## src/hw/rtl/tsm_pkg.sv

```systemverilog
// Package for the tolerant sequence match block: item mode codes, the tolerance width
// and the per-beat command struct. It has no dependencies.
`timescale 1ns / 1ps

package tsm_pkg;

    localparam int TOL_BITS = 8;

    localparam logic [1:0] MODE_APPEND  = 2'd0;
    localparam logic [1:0] MODE_POOL    = 2'd1;
    localparam logic [1:0] MODE_RESTART = 2'd2;

    // Decoded form of one beat as it leaves the input register.
    typedef struct packed {
        logic fire;
        logic append;
        logic pool;
        logic restart;
    } tsm_cmd_t;

endpackage

```

## src/hw/rtl/tolerant_sequence_match.sv

```systemverilog
// Top level of the tolerant sequence match block: input register, handshake and result
// register around tsm_engine. Depends on tsm_pkg and tsm_engine.
`timescale 1ns / 1ps

// Tolerant sequence match. Beats with mode 0 append pattern elements (up to MAX_PATTERN),
// beats with mode 1 stream pool values, and mode 2 restarts the search and clears the
// pattern; mode 3 changes nothing. Every beat yields exactly one result beat. A pool value
// matches an element when their difference is at most the tolerance register, and a result
// with match set gives the pool position where that whole-pattern match began, together
// with a saturating match count. Appends to a full pattern and pool values at the last
// position are ignored and flagged with overflow. The block takes one beat every cycle while
// the result side is not stalled: all element comparisons run in parallel and the shift-and
// update of the partial-match vector is a single step, and each result passes through the
// input register, then the result register. The input stalls only while a stalled result
// has a second beat waiting behind it. Write the tolerance only while idle.
module tolerant_sequence_match
    import tsm_pkg::*;
#(
    parameter int MAX_PATTERN = 32,
    parameter int VALUE_BITS  = 12,
    parameter int INDEX_BITS  = 16
)
(
    input  logic                  clk,
    input  logic                  rst_n,
    input  logic                  tolerance_wr_en,
    input  logic [TOL_BITS-1:0]   tolerance_wr_data,
    input  logic                  in_valid,
    output logic                  in_stall,
    input  logic [1:0]            mode,
    input  logic [VALUE_BITS-1:0] value,
    output logic                  out_valid,
    input  logic                  out_stall,
    output logic                  match,
    output logic [INDEX_BITS-1:0] start_index,
    output logic [INDEX_BITS-1:0] match_total,
    output logic                  overflow
);

    logic                  s1_valid_reg;
    logic [1:0]            s1_mode_reg;
    logic [VALUE_BITS-1:0] s1_value_reg;

    logic                  out_valid_reg;
    logic                  match_reg;
    logic [INDEX_BITS-1:0] start_reg;
    logic [INDEX_BITS-1:0] total_reg;
    logic                  overflow_reg;

    logic                  out_free;
    logic                  accept;
    tsm_cmd_t              cmd;
    logic                  eng_match;
    logic [INDEX_BITS-1:0] eng_start;
    logic [INDEX_BITS-1:0] eng_total;
    logic                  eng_overflow;

    // The result register can take a new beat when it is empty or being drained.
    assign out_free = !out_valid_reg || !out_stall;
    assign in_stall = s1_valid_reg && !out_free;
    assign accept   = in_valid && !in_stall;

    always_comb
    begin
        cmd         = '0;
        cmd.fire    = s1_valid_reg && out_free;
        case (s1_mode_reg)
            MODE_APPEND:  cmd.append  = 1'b1;
            MODE_POOL:    cmd.pool    = 1'b1;
            MODE_RESTART: cmd.restart = 1'b1;
            default:      cmd.append  = 1'b0;
        endcase
    end

    tsm_engine #(
        .MAX_PATTERN (MAX_PATTERN),
        .VALUE_BITS  (VALUE_BITS),
        .INDEX_BITS  (INDEX_BITS)
    ) u_engine (
        .clk               (clk),
        .rst_n             (rst_n),
        .tolerance_wr_en   (tolerance_wr_en),
        .tolerance_wr_data (tolerance_wr_data),
        .cmd               (cmd),
        .value             (s1_value_reg),
        .match             (eng_match),
        .start_index       (eng_start),
        .match_total       (eng_total),
        .overflow          (eng_overflow)
    );

    always_ff @(posedge clk or negedge rst_n)
    begin
        if (!rst_n)
        begin
            s1_valid_reg  <= 1'b0;
            out_valid_reg <= 1'b0;
        end
        else
        begin
            if (accept)
            begin
                s1_valid_reg <= 1'b1;
            end
            else if (out_free)
            begin
                s1_valid_reg <= 1'b0;
            end
            if (out_free)
            begin
                out_valid_reg <= s1_valid_reg;
            end
        end
    end

    always_ff @(posedge clk)
    begin
        if (accept)
        begin
            s1_mode_reg  <= mode;
            s1_value_reg <= value;
        end
        if (cmd.fire)
        begin
            match_reg    <= eng_match;
            start_reg    <= eng_start;
            total_reg    <= eng_total;
            overflow_reg <= eng_overflow;
        end
    end

    assign out_valid   = out_valid_reg;
    assign match       = match_reg;
    assign start_index = start_reg;
    assign match_total = total_reg;
    assign overflow    = overflow_reg;

    // A held beat in the input register must move on whenever the result side is free.
    a_no_lost_beat: assert property (@(posedge clk) disable iff (!rst_n)
        (s1_valid_reg && out_free) |=> out_valid_reg)
        else $error("beat dropped between input and result registers");

    // The input side stalls only while a beat is waiting in the input register.
    a_stall_reason: assert property (@(posedge clk) disable iff (!rst_n)
        in_stall |-> (s1_valid_reg && out_valid_reg && out_stall))
        else $error("input stalled without a waiting beat");

    // A stalled result must not be overwritten by the beat behind it.
    a_result_held: assert property (@(posedge clk) disable iff (!rst_n)
        (out_valid_reg && out_stall) |-> !cmd.fire)
        else $error("result register loaded while stalled");

endmodule

```

## src/hw/rtl/tsm_lanes.sv

```systemverilog
// Pattern store and one tolerance comparator per pattern element.
// Depends on tsm_pkg for the tolerance width.
`timescale 1ns / 1ps

module tsm_lanes
    import tsm_pkg::*;
#(
    parameter int MAX_PATTERN = 32,
    parameter int VALUE_BITS  = 12,
    parameter int LEN_W       = 6
)
(
    input  logic                   clk,
    input  logic                   wr_en,
    input  logic [LEN_W-1:0]       length,
    input  logic [VALUE_BITS-1:0]  value,
    input  logic [TOL_BITS-1:0]    tolerance,
    output logic [MAX_PATTERN-1:0] hit,
    output logic [MAX_PATTERN-1:0] last
);

    localparam int CMP_W = (VALUE_BITS > TOL_BITS) ? VALUE_BITS : TOL_BITS;

    logic [CMP_W-1:0] tol_ext;

    assign tol_ext = CMP_W'(tolerance);

    for (genvar i = 0; i < MAX_PATTERN; i++) begin : g_lane
        logic [VALUE_BITS-1:0] elem_reg;
        logic [VALUE_BITS-1:0] diff;

        // An element is written when it is appended at the current length.
        always_ff @(posedge clk)
        begin
            if (wr_en && (length == LEN_W'(i)))
            begin
                elem_reg <= value;
            end
        end

        assign diff = (value > elem_reg) ? (value - elem_reg) : (elem_reg - value);

        // Lanes at or beyond the length hold stale data and never report a hit.
        assign hit[i]  = (length > LEN_W'(i)) && (CMP_W'(diff) <= tol_ext);
        assign last[i] = (length == LEN_W'(i + 1));
    end

endmodule

```

## src/hw/rtl/tsm_engine.sv

```systemverilog
// Search state (tolerance, pattern length, partial-match bits, pool position, match
// count) and the single-step shift-and update. Depends on tsm_pkg and tsm_lanes.
`timescale 1ns / 1ps

module tsm_engine
    import tsm_pkg::*;
#(
    parameter int MAX_PATTERN = 32,
    parameter int VALUE_BITS  = 12,
    parameter int INDEX_BITS  = 16
)
(
    input  logic                  clk,
    input  logic                  rst_n,
    input  logic                  tolerance_wr_en,
    input  logic [TOL_BITS-1:0]   tolerance_wr_data,
    input  tsm_cmd_t              cmd,
    input  logic [VALUE_BITS-1:0] value,
    output logic                  match,
    output logic [INDEX_BITS-1:0] start_index,
    output logic [INDEX_BITS-1:0] match_total,
    output logic                  overflow
);

    localparam int LEN_W = $clog2(MAX_PATTERN + 1);

    logic [TOL_BITS-1:0]    tol_reg;
    logic [LEN_W-1:0]       len_reg;
    logic [LEN_W-1:0]       len_next;
    logic [MAX_PATTERN-1:0] partial_reg;
    logic [MAX_PATTERN-1:0] partial_next;
    logic [INDEX_BITS-1:0]  pos_reg;
    logic [INDEX_BITS-1:0]  pos_next;
    logic [INDEX_BITS-1:0]  found_reg;
    logic [INDEX_BITS-1:0]  found_next;

    logic                   full;
    logic                   pos_limit;
    logic                   store_wr;
    logic [MAX_PATTERN-1:0] hit;
    logic [MAX_PATTERN-1:0] last;
    logic [MAX_PATTERN-1:0] partial_shift;
    logic                   full_match;
    logic                   pool_ok;

    assign full      = (len_reg == LEN_W'(MAX_PATTERN));
    assign pos_limit = &pos_reg;
    assign store_wr  = cmd.fire && cmd.append && !full;
    assign pool_ok   = cmd.pool && !pos_limit;

    tsm_lanes #(
        .MAX_PATTERN (MAX_PATTERN),
        .VALUE_BITS  (VALUE_BITS),
        .LEN_W       (LEN_W)
    ) u_lanes (
        .clk       (clk),
        .wr_en     (store_wr),
        .length    (len_reg),
        .value     (value),
        .tolerance (tol_reg),
        .hit       (hit),
        .last      (last)
    );

    // Bit i of the partial vector means elements 0 to i match ending at this value.
    assign partial_shift = ((partial_reg << 1) | MAX_PATTERN'(1)) & hit;
    assign full_match    = |(partial_shift & last);

    always_comb
    begin
        len_next     = len_reg;
        partial_next = partial_reg;
        pos_next     = pos_reg;
        found_next   = found_reg;
        match        = 1'b0;
        start_index  = '0;
        overflow     = 1'b0;
        if (cmd.append)
        begin
            if (full)
            begin
                overflow = 1'b1;
            end
            else
            begin
                len_next = len_reg + LEN_W'(1);
            end
        end
        else if (cmd.pool)
        begin
            if (pos_limit)
            begin
                overflow = 1'b1;
            end
            else
            begin
                partial_next = partial_shift;
                pos_next     = pos_reg + INDEX_BITS'(1);
                if (full_match)
                begin
                    match       = 1'b1;
                    start_index = pos_reg - INDEX_BITS'(len_reg) + INDEX_BITS'(1);
                    if (!(&found_reg))
                    begin
                        found_next = found_reg + INDEX_BITS'(1);
                    end
                end
            end
        end
        else if (cmd.restart)
        begin
            len_next     = '0;
            partial_next = '0;
            pos_next     = '0;
            found_next   = '0;
        end
        match_total = found_next;
    end

    always_ff @(posedge clk or negedge rst_n)
    begin
        if (!rst_n)
        begin
            tol_reg     <= '0;
            len_reg     <= '0;
            partial_reg <= '0;
            pos_reg     <= '0;
            found_reg   <= '0;
        end
        else
        begin
            if (tolerance_wr_en)
            begin
                tol_reg <= tolerance_wr_data;
            end
            if (cmd.fire)
            begin
                len_reg     <= len_next;
                partial_reg <= partial_next;
                pos_reg     <= pos_next;
                found_reg   <= found_next;
            end
        end
    end

    // No partial-match bit may sit at or above the current pattern length.
    a_partial_in_range: assert property (@(posedge clk) disable iff (!rst_n)
        (partial_reg >> len_reg) == '0)
        else $error("partial-match bit set beyond pattern length");

    // A full match needs a non-empty pattern and an in-range pool position.
    a_match_needs_pattern: assert property (@(posedge clk) disable iff (!rst_n)
        (cmd.fire && match) |-> (len_reg != '0 && pool_ok))
        else $error("match reported without a usable pattern");

    // The match count moves only when a beat is processed.
    a_count_holds: assert property (@(posedge clk) disable iff (!rst_n)
        !cmd.fire |=> (found_reg == $past(found_reg)))
        else $error("match count changed without a beat");

endmodule

```

## config.mk

```make
export PLATFORM = sky130hd
export DESIGN_NAME = tolerant_sequence_match
export DESIGN_NICKNAME = d
export VERILOG_FILES = /design/src/hw/rtl/tsm_pkg.sv /design/src/hw/rtl/tolerant_sequence_match.sv /design/src/hw/rtl/tsm_lanes.sv /design/src/hw/rtl/tsm_engine.sv
export SDC_FILE = /design/constraint.sdc
export NUM_CORES = 2
export LEC_CHECK = 0
export BUFFER_PORTS_ARGS = -buffer_cell sky130_fd_sc_hd__buf_2
export CAP_MARGIN = 10
export CORE_MARGIN = 2
export CORE_UTILIZATION = 40
export CTS_BUF_LIST = sky130_fd_sc_hd__clkbuf_16
export CTS_CLUSTER_DIAMETER = 100
export CTS_CLUSTER_SIZE = 20
export DETAILED_ROUTE_END_ITERATION = 10
export MAX_ROUTING_LAYER = met4
export PLACE_DENSITY = 0.64
export SLEW_MARGIN = 20
export SYNTH_ARGS = -nofsm -noshare
export SYNTH_HDL_FRONTEND = slang
export SYNTH_HIERARCHICAL = 1
export SYNTH_SLANG_ARGS = --single-unit
```

## constraint.sdc

```tcl
create_clock -name clk -period 11.4 [get_ports clk]
set_clock_uncertainty 0.15 [all_clocks]
set_input_delay 0 -clock clk [delete_from_list [all_inputs] [get_ports clk]]
set_output_delay 0 -clock clk [all_outputs]
set_load 0.02 [all_outputs]
```

Word level (Yosys, flattened, before mapping)
Index checks and enable logic that the tools add are counted.

word-level totals
  register bits after elaboration = 511
  output and inout bits = 36
  logic and storage cells = 397

operators by class
  $add $sub $neg = 69
  $lt $le $gt $ge = 96
  eq/ne operators = 37
  mux-type cells = 58
  bitwise gates (word level) = 5
  reduce and logical (&&, ||, !) cells = 87

operators with widths
  kind                   count
  $sub 12x12->12         64
  $gt 12x12->1           32
  $le 12x8->1            32
  $mux 12                32
  $mux 16                9
  $eq 6x5->1 const B     16
  $gt 6x5->1 const B     16
  $mux 31                3
  $logic_and 1x1->1      69
  $and 32x32->32         2
  $add 16x1->16 const B  3
  $eq 6x4->1 const B     8
  $gt 6x4->1 const B     8
  $reduce_and 16->1      2
  $reduce_or 32->1       1
  $eq 6x3->1 const B     4
  $gt 6x3->1 const B     4
  $mux 6                 4
  $sub 16x6->16          1
  $eq 6x2->1 const B     2
  $gt 6x1->1 const B     2
  $gt 6x2->1 const B     2
  $mux 1                 10
  $reduce_and 4->1       2
  15 further kinds       24

Longest topological paths before layout
  depth in word-level cells = 11
  depth in mapped cells = 31
  mapped depth without buffers = 28

Modules after synthesis
Netlist, hierarchy kept.

modules (own cells, without submodules)
  module                   instances  cells each  area each (um^2)  seq. area each (um^2)
  tsm_lanes                1          6112        52774.4           11531.1
  tsm_engine               1          608         5148.7            1926.8
  tolerant_sequence_match  1          59          1550.2            1491.4

Worst setup path before layout
No wires, ideal clock.

  kind = reg-to-reg
  start point = register s1_value_reg[1]
  end point = register total_reg[7], in the netlist match_total[7] (data pin)
  library setup time = 0.259 ns
  data arrival time = 10.161 ns
  required time = 10.991 ns
  path slack = 0.830 ns
  cell stages (with the launch flop) = 26
  path buffers = 2
  period minus slack after synthesis = 10.570 ns
  cell sequence = edfxtp_1 -> inv_1 -> ha_1 -> nand4_1 -> or4_1 -> o21ai_0 -> o21ai_1 -> buf_2 -> mux2_2 -> ha_1 -> nor2b_1 -> o21a_1 -> o21ai_0 -> a21oi_1 -> o41ai_1 -> nand2_1 -> or4_1 -> o41ai_1 -> nand3_1 -> nand4_1 -> nor2_1 -> a31oi_1 -> buf_2 -> nand2_1 -> and3_1 -> a211o_1

between the ends
  longest elaborated chain between the ends = 11
  elaborated cells between the ends (all ways) = 199
  those cells by class = 64 x add/sub; 64 x order compare; 36 x mux; 2 x bitwise; 33 x reduce/logical

ends and longest elaborated chain
  element                                         RTL line                        source
  start, declared                                 tolerant_sequence_match.sv:42   logic [VALUE_BITS-1:0] s1_value_reg;
  start signal, assigned                          tolerant_sequence_match.sv:121  s1_value_reg <= value;
  $sub 12x12->12 or $gt 12x12->1 (tied branches)  tsm_lanes.sv:41                 assign diff = (value > elem_reg) ? (value - elem_reg) : (elem_reg - value);
  $mux 12 (*)                                     tsm_lanes.sv:41
  $le 12x8->1 (*)                                 tsm_lanes.sv:44                 assign hit[i] = (length > LEN_W'(i)) && (CMP_W'(diff) <= tol_ext);
  $logic_and 1x1->1 (*)                           tsm_lanes.sv:44
  named net u_engine.hit[27]                      tsm_engine.sv:40                logic [MAX_PATTERN-1:0] hit;
  $and 32x32->32 (*)                              tsm_engine.sv:66                assign partial_shift = ((partial_reg << 1) | MAX_PATTERN'(1)) & hit;
  $and 32x32->32 (*)                              tsm_engine.sv:67                assign full_match = |(partial_shift & last);
  $reduce_or 32->1 (*)                            tsm_engine.sv:67
  $mux 16 (*)                                     tsm_engine.sv:99                if (full_match)
  $mux 16 (*)                                     tsm_engine.sv:91                if (pos_limit)
  $mux 16 (*)                                     tsm_engine.sv:89                else if (cmd.pool)
  $mux 16 (*)                                     tsm_engine.sv:78                if (cmd.append)
  named net eng_total[7]                          tolerant_sequence_match.sv:55   logic [INDEX_BITS-1:0] eng_total;
  end signal, assigned                            tolerant_sequence_match.sv:127  total_reg <= eng_total;
  end, declared                                   tolerant_sequence_match.sv:47   logic [INDEX_BITS-1:0] total_reg;

Mark *: on every way through the listed nets, which the timed path passes. The rest lies on a longest branch.
A chain may end at the register's enable or synchronous reset.

Worst setup path after layout
  start point = register s1_value_reg[4]
  end point = register total_reg[7], in the netlist match_total[7] (data pin)

The elaborated chain is that of the path after synthesis.

==> impl_metrics.yaml <==
floorplanning:
  pin_count: 63
  coreArea_um2: 148000
  fp.dieH_um: 390
  start_util: 0.403
  die_w_um: 390
  core.rowCount: 141
  die-area_um2: 152000
timing:
  setup_viol: 0
  rsz0062_at_grt: "false"
  hold_viol_final: 0
  finalCriticalPeriod_ps: 8730
  fmaxAchievable_mhz: 115
  drv_slew: 0
  max-slew-margin-rel: 0.255
  worst_slew_pin_slew_ps: 1100
  min_period_over_period: 0.766
  tns_ps: 0
global_routing:
  grt_pass1_wl_um: 286000
  grt_pass1_vias: 49436
  antenna_found_initial: 5
  grt_max_degree: 72
  overflow: 0
  track_usage: 0.244
critical_path:
  crit_type: "flip-flop to flip-flop"
  end_kind: "flip-flop"
  start_kind: "flip-flop"
  cp.required_ps: 11640
  critPathMaxFanout: 22
  arrival_ps: 8970
clock_tree:
  ctsHtreeMaxLevel: 2
  cts_setup_buffers: 0
  clock_latency_ps: 670
  postCtsHoldBufs: 60
  clockBufferDepth: 3
  cts_tree: "built"
  clock-sinks: 511
  clkTransAtPathRegs_ps: 80
  cts_buffers: 38
  clockRootBuffer: "clkbuf_16"
  post_cts_resized: 0
drt:
  drtIter0Drc: 4376
  avgViaCountPerCell: 5.91
  drc: 2
  dr_total_vias: 51648
  firstDrtPassIters: 11
  ant_nets: 0
  wl_per_cell_um: 21.1
  totalWireLength_um: 185000
yosys:
  synth_top_area_cell: "edfxtp_1"
  syn-num-nets: 7896
  yosysUniqueCellTypes: 110
  yosys_warnings: 6
  syn_inst: 6779
  syn_area_um2: 59500
  synth_enable_flop_cells: 432
  synth_top_area_share: 0.218
  synth_area_leaders: "edfxtp_1, ha_1, a21oi_1"
  ys.flop_type: "edfxtp_1"
  ys_seq_area_frac: 0.251
  ys_ff_latch: 511
  postSynth.asyncResetShare: 0.155
  synth_area_per_cell_um2: 8.77
placed_design:
  io_buffers: 62
  placed_area_um2: 61900
  gp_congestion: 0.946
  dp_hpwl_um: 124000
status:
  violations: "DRC"
  status: "finished with violations"
pwr:
  ir_drop_v: 0.000112
  cellLeakagePower_nw: 28.4
  power_density_nw_per_um2: 97.1
final_layout:
  area_growth_pct: 7.33
  final_area_um2: 63800
  layout.nets: 7888
  drive_gt1_frac: 0.0563
  n_fill_cell: 14320
  largest_register_ffs: 384
flow_run:
  cap_violations: 0
worst_hold_path:
  hold_path_class: "input port to flip-flop"
[cells in the mapped netlist, drive strengths merged, types with 46 or more instances]
cell type,instances
a211oi,52
a21o,244
a21oi,550
a31oi,46
and3,52
buf,59
clkbuf,194
dfrtp,79
edfxtp,432
fa,65
ha,1025
inv,664
mux2,63
mux2i,183
nand2,305
nand2b,86
nand3,176
nand4,147
nor2,492
nor2b,135
nor3,164
o21a,66
o21ai,407
o21bai,74
o31ai,48
xnor2,181
xor2,131
[through the flow]
step / total power (W) / hold slack [ps] / utilization / worst slack (ps) / cells
after detailed placement: 0.00464 / -271 / 0.419 / 2860 / 8601
after global placement: 0.00460 / -272 / 0.419 / 2990 / 8601
final: 0.00620 / 154 / 0.432 / 2670 / 8735
after CTS: 0.00620 / 121 / 0.432 / 2850 / 8731
after floorplan: 0.00388 / -446 / - / 830 / 6779
after global routing: 0.00654 / 183 / 0.432 / 2220 / 8734
[report_power, final]
| group | total, W | internal, W | switching [W] |
|---|---|---|---|
| combinational | 0.00254 | 0.000951 | 0.00159 |
| sequential | 0.00213 | 0.00207 | 0.0000523 |
| clock | 0.00152 | 0.000701 | 0.000824 |
[kinds of logic (layout without fill, tap and decap cells)]
| logic type | after synthesis | after routing | share of synthesized area |
|---|---|---|---|
| AO/OA/AOI/OAI | 1896 | 1896 | 0.209 |
| AND/OR/NAND/NOR | 1806 | 1806 | 0.154 |
| adder cells (fa/ha/maj) | 1090 | 1090 | 0.238 |
| buffers and inverters | 918 | 940 | 0.0597 |
| flip-flops | 511 | 511 | 0.251 |
| XOR/XNOR | 312 | 312 | 0.0459 |
| multiplexers | 246 | 246 | 0.0427 |
| other | 0 | 4 | 0 |
[area by class of cell]
cell class | instances | area [um2] | share of cell area
well taps | 1930 | 2410 | 0.0378
inverters | 665 | 2510 | 0.0394
repair buffers | 205 | 1640 | 0.0256
multi-input cells | 5350 | 41000 | 0.643
clock buffers | 39 | 976 | 0.0153
clock inverters | 31 | 295 | 0.00463
diodes | 4 | 10.0 | 0.000157
flip-flops and latches | 511 | 15000 | 0.234
[cell usage in the layout (no fill, tap or decap), types with 60 or more instances in the layout]
cell           count
mux2i_1          183
o21a_1            66
nand2b_1          86
nand4_1          146
fa_1              65
nand3_1          174
nor2_1           482
xor2_1           131
buf_2             61
o21ai_0          387
ha_1            1025
inv_1            655
nor2b_1          134
edfxtp_1         432
mux2_2            63
a21oi_1          543
nor3_1           163
xnor2_1          181
a21o_1           242
o21bai_1          73
nand2_1          304
buf_4             76
dlygate4sd3_1     60
dfrtp_1           78
[per-layer routing]
layer / vias to the layer above / GRT usage / wire (um)
li1: 24644 / - / -
met1: 24945 / 0.325 / 83400
met2: 1717 / 0.382 / 82400
met3: 342 / 0.0301 / 11900
met4: 0 / 0.0815 / 6780
met5: - / - / 0
[worst paths after layout]
kind	slack, ps	end	cells after the start	start
max	2670	match_total[7]$_DFFE_PP_	26	s1_value_reg[4]$_DFFE_PP_
min	150	u_engine/tol_reg[2]$_DFFE_PN0P_	3	tolerance_wr_en
max reg2reg	2670	match_total[7]$_DFFE_PP_	26	s1_value_reg[4]$_DFFE_PP_
min reg2reg	360	u_engine/partial_reg[30]$_DFFE_PN0P_	2	u_engine/partial_reg[30]$_DFFE_PN0P_
max in group asynchronous	9710	u_engine/found_reg[1]$_DFFE_PN0P_	4	rst_n
min in group asynchronous	540	u_engine/found_reg[15]$_DFFE_PN0P_	4	rst_n
[critical path: stages (launching register included)]
cell,delay [ps]
edfxtp_1,770
clkinv_2,720
ha_1,690
and4_1,260
nand2_1,90
a311oi_1,420
a31o_2,240
a211oi_1,100
nor2_4,340
mux2_2,380
ha_1,280
nor2b_1,130
o211ai_1,140
a21oi_1,90
a2111oi_0,350
o21ai_0,200
or3_1,400
a221o_1,280
o31ai_1,700
nand3_1,170
nand4_1,140
nor3_1,70
a31oi_2,340
buf_4,340
nand2_1,140
and3_1,220
a211o_1,270
Power figures use the tool's default switching activity.
